**config.mk**
```make
export PLATFORM = sky130hd
export DESIGN_NAME = sorted_priority_queue_flat
export DESIGN_NICKNAME = d
export VERILOG_FILES = /design/src/spq_pkg.sv /design/src/spq_req_if.sv /design/src/spq_rsp_if.sv /design/src/spq_cell.sv /design/src/sorted_priority_queue.sv /design/src/flat_wrapper.sv
export SDC_FILE = /design/constraint.sdc
export NUM_CORES = 2
export LEC_CHECK = 0
export BUFFER_PORTS_ARGS = -buffer_cell sky130_fd_sc_hd__clkbuf_2
export CAP_MARGIN = 15
export CORE_UTILIZATION = 48
export DETAILED_ROUTE_END_ITERATION = 10
export PLACE_DENSITY_LB_ADDON = 0.15
export SLEW_MARGIN = 20
export SYNTH_ARGS = -nofsm -noshare
export SYNTH_HDL_FRONTEND = slang
export SYNTH_SLANG_ARGS = --single-unit
```
**constraint.sdc**
```tcl
create_clock -name clk -period 4.9 [get_ports clk]
set_input_delay 0.49 -clock clk [delete_from_list [all_inputs] [get_ports clk]]
set_output_delay 0.49 -clock clk [all_outputs]
set_load 0.01 [all_outputs]
```
**src/spq_pkg.sv**
```systemverilog
package spq_pkg;

    // Payload widths fixed by the channel fields
    localparam int DATA_W   = 32;
    localparam int COUNT_W  = 5;
    localparam int STATUS_W = 2;

    // Default number of cells in the chain
    localparam int CAPACITY_DEF = 16;

    typedef logic signed [DATA_W-1:0] data_t;

    // Operation codes carried on the action field
    localparam logic ACTION_PUSH = 1'b0;
    localparam logic ACTION_POP  = 1'b1;

    // Result status codes
    typedef enum logic [STATUS_W-1:0] {
        STATUS_OK    = 2'd0,
        STATUS_EMPTY = 2'd1,
        STATUS_FULL  = 2'd2
    } status_t;

    // Per-cycle command broadcast to every cell
    typedef struct packed {
        logic push;
        logic pop;
    } spq_ctrl_t;

endpackage

```
**src/spq_req_if.sv**
```systemverilog
interface spq_req_if
    import spq_pkg::*;
();
    logic  valid;
    logic  ready;
    logic  action;
    data_t value;

    modport source (output valid, output action, output value, input ready);
    modport sink   (input valid, input action, input value, output ready);
endinterface

```
**src/spq_rsp_if.sv**
```systemverilog
interface spq_rsp_if
    import spq_pkg::*;
();
    logic                valid;
    logic                ready;
    data_t               pop_value;
    logic [COUNT_W-1:0]  count;
    logic [STATUS_W-1:0] status;

    modport source (output valid, output pop_value, output count, output status, input ready);
    modport sink   (input valid, input pop_value, input count, input status, output ready);
endinterface

```
**src/spq_cell.sv**
```systemverilog
module spq_cell
    import spq_pkg::*;
(
    input  logic      clk,
    input  spq_ctrl_t ctrl,
    input  data_t     value,
    input  logic      occ,
    input  logic      prev_keep,
    input  data_t     prev_entry,
    input  data_t     next_entry,
    output data_t     entry,
    output logic      keep
);

    data_t entry_reg;
    data_t entry_next;

    // Hold this entry on a push when it is occupied and not smaller than the new value
    assign keep  = occ && (entry_reg >= value);
    assign entry = entry_reg;

    // Select: hold, take the new value, take the lower neighbor, or take the upper one on pop
    always_comb
    begin
        entry_next = entry_reg;
        if (ctrl.push)
        begin
            if (!keep)
            begin
                if (prev_keep)
                    entry_next = value;
                else
                    entry_next = prev_entry;
            end
        end
        else if (ctrl.pop)
        begin
            entry_next = next_entry;
        end
    end

    always_ff @(posedge clk)
    begin
        entry_reg <= entry_next;
    end

endmodule

```
**src/sorted_priority_queue.sv**
```systemverilog
// Channel | Dir | Fields                       | Transfer
// --------+-----+------------------------------+---------------------
// req     | in  | action, value                | req.valid & req.ready
// rsp     | out | pop_value, count, status     | rsp.valid & rsp.ready
//
// One operation per cycle while req.ready is high; its result is captured in the output register.
// The rate is set by the compare and select in each cell of the chain.
// Reset clears the fill count and the output valid; cell contents stay undefined.
// req.ready drops only while a result waits and rsp.ready is low.
// Cells keep entries in descending order: cell 0 holds the largest entry.
module sorted_priority_queue
    import spq_pkg::*;
#(
    parameter int CAPACITY = CAPACITY_DEF
)
(
    input  logic      clk,
    input  logic      rst_n,
    spq_req_if.sink   req,
    spq_rsp_if.source rsp
);

    localparam int CNT_W = $clog2(CAPACITY + 1);
    localparam int EXT_W = CNT_W + COUNT_W;

    logic [CNT_W-1:0]    count_reg;
    logic [CNT_W-1:0]    count_next;
    logic                rsp_valid_reg;
    logic                rsp_valid_next;
    data_t               pop_value_reg;
    logic [COUNT_W-1:0]  count_out_reg;
    status_t             status_reg;

    logic                take;
    logic                is_pop;
    logic                full;
    logic                empty;
    spq_ctrl_t           ctrl;
    status_t             status_new;
    logic [EXT_W-1:0]    count_ext;

    data_t cell_entry [CAPACITY];
    logic  cell_keep  [CAPACITY];
    logic  prev_keep  [CAPACITY];
    data_t prev_entry [CAPACITY];
    data_t next_entry [CAPACITY];

    // Accept while the output register is empty or being drained
    assign req.ready = !rsp_valid_reg || rsp.ready;
    assign take      = req.valid && req.ready;
    assign is_pop    = (req.action == ACTION_POP);
    assign full      = (count_reg == CNT_W'(CAPACITY));
    assign empty     = (count_reg == '0);

    // Drop pushes to a full store and pops of an empty one
    assign ctrl.push = take && !is_pop && !full;
    assign ctrl.pop  = take && is_pop && !empty;

    // Build the chain of cells with their neighbor links
    for (genvar i = 0; i < CAPACITY; i++)
    begin : g_cell
        if (i == 0)
        begin : g_first
            assign prev_keep[i]  = 1'b1;
            assign prev_entry[i] = req.value;
        end
        else
        begin : g_mid
            assign prev_keep[i]  = cell_keep[i-1];
            assign prev_entry[i] = cell_entry[i-1];
        end

        if (i == CAPACITY - 1)
        begin : g_last
            assign next_entry[i] = cell_entry[i];
        end
        else
        begin : g_inner
            assign next_entry[i] = cell_entry[i+1];
        end

        spq_cell u_cell (
            .clk        (clk),
            .ctrl       (ctrl),
            .value      (req.value),
            .occ        (CNT_W'(i) < count_reg),
            .prev_keep  (prev_keep[i]),
            .prev_entry (prev_entry[i]),
            .next_entry (next_entry[i]),
            .entry      (cell_entry[i]),
            .keep       (cell_keep[i])
        );
    end

    // Advance the fill count
    always_comb
    begin
        count_next = count_reg;
        if (ctrl.push)
            count_next = count_reg + CNT_W'(1);
        else if (ctrl.pop)
            count_next = count_reg - CNT_W'(1);
    end

    // Classify the result of this transfer
    always_comb
    begin
        status_new = STATUS_OK;
        if (is_pop && empty)
            status_new = STATUS_EMPTY;
        else if (!is_pop && full)
            status_new = STATUS_FULL;
    end

    assign count_ext = EXT_W'(count_next);

    // Hold a result until it is taken
    always_comb
    begin
        rsp_valid_next = rsp_valid_reg;
        if (take)
            rsp_valid_next = 1'b1;
        else if (rsp.ready)
            rsp_valid_next = 1'b0;
    end

    always_ff @(posedge clk or negedge rst_n)
    begin
        if (!rst_n)
        begin
            count_reg     <= '0;
            rsp_valid_reg <= 1'b0;
        end
        else
        begin
            count_reg     <= count_next;
            rsp_valid_reg <= rsp_valid_next;
        end
    end

    // Capture the result payload
    always_ff @(posedge clk)
    begin
        if (take)
        begin
            pop_value_reg <= ctrl.pop ? cell_entry[0] : '0;
            count_out_reg <= count_ext[COUNT_W-1:0];
            status_reg    <= status_new;
        end
    end

    assign rsp.valid     = rsp_valid_reg;
    assign rsp.pop_value = pop_value_reg;
    assign rsp.count     = count_out_reg;
    assign rsp.status    = status_reg;

`ifndef ASSERT_OFF
    a_count_bound: assert property (@(posedge clk) disable iff (!rst_n)
        count_reg <= CNT_W'(CAPACITY))
        else $error("fill count exceeds capacity");

    a_full_drop: assert property (@(posedge clk) disable iff (!rst_n)
        (take && !is_pop && full) |=>
            (rsp.status == STATUS_FULL && count_reg == $past(count_reg)))
        else $error("push to full store not dropped");

    a_pop_top: assert property (@(posedge clk) disable iff (!rst_n)
        ctrl.pop |=> (rsp.pop_value == $past(cell_entry[0])))
        else $error("pop did not return the top cell");

    for (genvar k = 0; k + 1 < CAPACITY; k++)
    begin : g_order_chk
        a_order: assert property (@(posedge clk) disable iff (!rst_n)
            (CNT_W'(k + 1) < count_reg) |-> (cell_entry[k] >= cell_entry[k+1]))
            else $error("cell chain out of order");
    end
`endif

endmodule

```
**src/flat_wrapper.sv**
```systemverilog
// flat-port wrapper written by rule: the top's interface ports become plain ports
module sorted_priority_queue_flat import spq_pkg::*;
#(
    parameter int CAPACITY = CAPACITY_DEF
)
  (clk, rst_n, req_valid, req_action, req_value, req_ready, rsp_valid, rsp_pop_value, rsp_count, rsp_status, rsp_ready);
  spq_req_if req_i ();
  spq_rsp_if rsp_i ();
  input  logic clk;
  input  logic rst_n;
  input wire logic [$bits(req_i.valid)-1:0] req_valid;
  input wire logic [$bits(req_i.action)-1:0] req_action;
  input wire logic [$bits(req_i.value)-1:0] req_value;
  output wire logic [$bits(req_i.ready)-1:0] req_ready;
  output wire logic [$bits(rsp_i.valid)-1:0] rsp_valid;
  output wire logic [$bits(rsp_i.pop_value)-1:0] rsp_pop_value;
  output wire logic [$bits(rsp_i.count)-1:0] rsp_count;
  output wire logic [$bits(rsp_i.status)-1:0] rsp_status;
  input wire logic [$bits(rsp_i.ready)-1:0] rsp_ready;
  assign req_i.valid = req_valid;
  assign req_i.action = req_action;
  assign req_i.value = req_value;
  assign req_ready = req_i.ready;
  assign rsp_valid = rsp_i.valid;
  assign rsp_pop_value = rsp_i.pop_value;
  assign rsp_count = rsp_i.count;
  assign rsp_status = rsp_i.status;
  assign rsp_i.ready = rsp_ready;
  sorted_priority_queue #(.CAPACITY(CAPACITY)) u_core (.clk(clk), .rst_n(rst_n), .req(req_i), .rsp(rsp_i));
endmodule
```
==> results_dict.tcl <==
set metrics [dict create \
    reg2reg_depth 9 \
    clockBufferDepth 3 \
    drt_pass1_iterations 5 \
    cts_tree "built" \
    synth_ff_type "edfxtp_1" \
    dp_hpwl_um 100000 \
    final_cell_mix "607 x nand2_1, 551 x edfxtp_1, 515 x ha_1" \
    layout_min_cycle_time_ns 4.21 \
    synth_area_leader_cell "edfxtp_1" \
    cp.arrival_ns 4.55 \
    numCtsBuffers 69 \
    grt_pass1_wl_um 197000 \
    io_pins 78 \
    tightest_slew_ns 1.30 \
    fp.dieW_um 289 \
    initial_core_util_pct 48.4 \
    drt-total-wl_um 132000 \
    slew_headroom_pct 12.3 \
    ys_seq_area_share_pct 42.1 \
    cp_cell_sequence "ha_1 > nand4_1 > nor4_1 > a21bo_2 > a31oi_1 > o211ai_4 > buf_4 > mux2i_1 > o21ai_0" \
    synth-compound-area-share_pct 15.3 \
    setup_slack_ns 0.686 \
    holdPathEnd "u_core.rsp.valid$_DFFE_PN0P_" \
    path_class "reg -> reg" \
    setup-tns-final_ns 0 \
    cpLargestDelayFamily "simple AND/OR/NAND/NOR gates" \
    post-place-ws_ns 0.279 \
    hold_ws_ns 0.0765 \
    drv_cap 0 \
    cts-root-buf "clkbuf_16" \
    internal_power_w 0.0113 \
    critPathMaxStageDelay_ns 1.12 \
    gr-total-overflow 0 \
    p_leak_nw 18.5 \
    largest_reg_flops 512 \
    finalHoldViolations 0 \
    critPathBufInv 1 \
    netlist_top_cells_area "edfxtp_1 42%, ha_1 16%, mux2i_1 7.8%, nand2_1 5.7%, o21ai_0 4.3%" \
    first_iter_violations 2992 \
    worstPathMaxFanout 18 \
    antenna_found_initial 4 \
    rsz0062_at_grt "no" \
    synth_nets 4487 \
    synth_edf_count 551 \
    ir_worst_vdd_uv 259 \
    port_buffers 77 \
    power.density_mw_per_mm2 403 \
    synth_top_area_share_pct 41.7 \
    comb_power_share_pct 32.2 \
    rows 105 \
    fmax_ghz 0.237 \
    area_growth_pct 10.8 \
    cts_resized 0 \
    syn_avg_cell_area_sq_um 10.1 \
    finalClockSkew_ns 0.0309 \
    grt_pass1_vias 31900 \
    r2r-end "u_core.g_cell[8].u_cell.entry[6]$_DFFE_PP_" \
    ys_seq_elements 557 \
    antenna_left 0 \
    grt_start_max_net_pins 182 \
    multiInputGateArea_sq_mm 0.0217 \
    grt_usage_pct 31.4 \
    seq_area_sq_mm 0.0167 \
    yosys_warnings 0 \
    die_area_sq_mm 0.0838 \
    r2r_slack_ns 0.69 \
    holdPathStages 2 \
    drc_errors 0 \
    setup_viol 0 \
    cts.htree.levels 3 \
    endpoint_kind "flop" \
    hold_class "in -> reg" \
    yosys.cell_types.count 71 \
    p_clk_share_pct 28.7 \
    finalCritPeriodShare_pct 86.0 \
    r2r_start "u_core.g_cell[7].u_cell.entry[14]$_DFFE_PP_" \
    vias_per_cell 6.33 \
    synth_top_family_by_area "adder cells" \
    drive_gt1_share_pct 9.84 \
    slew_viol_final 0 \
    vias 32400 \
    synth_area_sq_mm 0.0397 \
    hp-start "req_valid" \
    clk_latency_ns 0.63 \
    switchingPower_w 0.00638 \
    place_congestion 0.950 \
    nNetsFinal 4545 \
    cts_num_sinks 557 \
    synth-xor-area-share_pct 0.0662 \
    slowest_stage "nor4_1" \
    yosys.area_share.simple_pct 14.1 \
    core_area_sq_mm 0.0820 \
    synth_adder_area_share_pct 16.2 \
    cp-start-kind "flop" \
    path_clk_slew_ns 0.06 \
    wire_per_inst_um 25.8 \
    layout_commonest_cell "nand2_1" \
    async_flop_share_pct 1.08 \
    synth_mux_area_share_pct 8.76 \
    p_seq_share_pct 39.1 \
    syn_inst 3935 \
    die_y_um 289 \
    sw_frac_of_total_pct 36.0 \
    fill_cells 7485 \
    critPathRequiredTime_ns 5.24 \
    status "finished clean" \
]
Yosys cell counts (50+ instances only):
library cell,count
nand2_1,607
edfxtp_1,551
ha_1,515
o21ai_0,344
mux2i_1,311
nand3_1,241
a21oi_1,220
clkbuf_1,165
nand4_1,145
o211ai_1,112
nor2_1,74
inv_1,72
a21o_1,62
buf_2,50
cell type report:
type	instances	area share [%]
multi-input combinational	3057	49.5
sequential	557	38.0
clock buffer	83	4.19
timing repair buffer	236	3.97
tap	1070	3.05
clock inverter	38	0.729
inverter	72	0.615
antenna	2	0.0114
power by group through the flow:
| stage | combinational [W] | clock [W] | sequential, W |
|---|---|---|---|
| 6_report | 0.00570 | 0.00508 | 0.00693 |
| 4_1_cts | 0.00563 | 0.00515 | 0.00691 |
| 3_5_place_dp | 0.00560 | 0 | 0.00701 |
| 5_1_grt | 0.00625 | 0.00532 | 0.00697 |
| 2_1_floorplan | 0.00410 | 0 | 0.00663 |
| 3_3_place_gp | 0.00547 | 0 | 0.00701 |
cell families (layout without fill, tap and decap cells):
logic type      count (synthesis)  after routing
compound gates                986            986
other cells                     0              2
fa+ha+maj                     515            515
buf+inv                       321            429
xor+xnor                        3              3
mux                           343            343
flops                         557            557
simple gates                 1210           1210
how the worst max path moves through the flow:
| stage | endpoint | slack (ns) | cells after the start | start |
|---|---|---|---|---|
| 3_5_place_dp | u_core.g_cell[5].u_cell.entry[2]$_DFFE_PP_ | 0.28 | 12 | req_value[7] |
| 5_1_grt | u_core.g_cell[9].u_cell.entry[10]$_DFFE_PP_ | 0.50 | 8 | u_core.count_reg[1]$_DFF_PN0_ |
| 6_report | u_core.g_cell[8].u_cell.entry[6]$_DFFE_PP_ | 0.69 | 9 | u_core.g_cell[7].u_cell.entry[14]$_DFFE_PP_ |
| 4_1_cts | u_core.g_cell[7].u_cell.entry[10]$_DFFE_PP_ | 0.75 | 8 | u_core.count_reg[1]$_DFF_PN0_ |
| 3_3_place_gp | u_core.g_cell[5].u_cell.entry[6]$_DFFE_PP_ | 0.34 | 12 | req_value[7] |
| 2_1_floorplan | u_core.g_cell[11].u_cell.entry[0]$_DFFE_PP_ | 0.39 | 9 | rsp_ready |
layer usage:
layer,track usage [%],wire length (um),part of all wire [%]
met5,0,10,0.0076
met1,40.0,54500,41
met4,13.6,6090,4.6
met2,53.7,64300,49
met3,3.69,7040,5.3
per-stage QoR:
step / total power (W) / instances / utilization (%) / instance area (sq um)
after floorplan: 0.0107 / 3935 / - / 39700
after global placement: 0.0125 / 4991 / 51.0 / 41800
after detailed placement: 0.0126 / 4991 / 51.0 / 41800
after CTS: 0.0177 / 5113 / 53.6 / 44000
after global routing: 0.0185 / 5113 / 53.6 / 44000
final: 0.0177 / 5115 / 53.6 / 44000
repair_timing:
action / CTS / global route
hold endpoints to repair: 6 / 0
buffers inserted: 0 / 0
hold buffers: 1 / 0
Power figures use the tool's default switching activity.
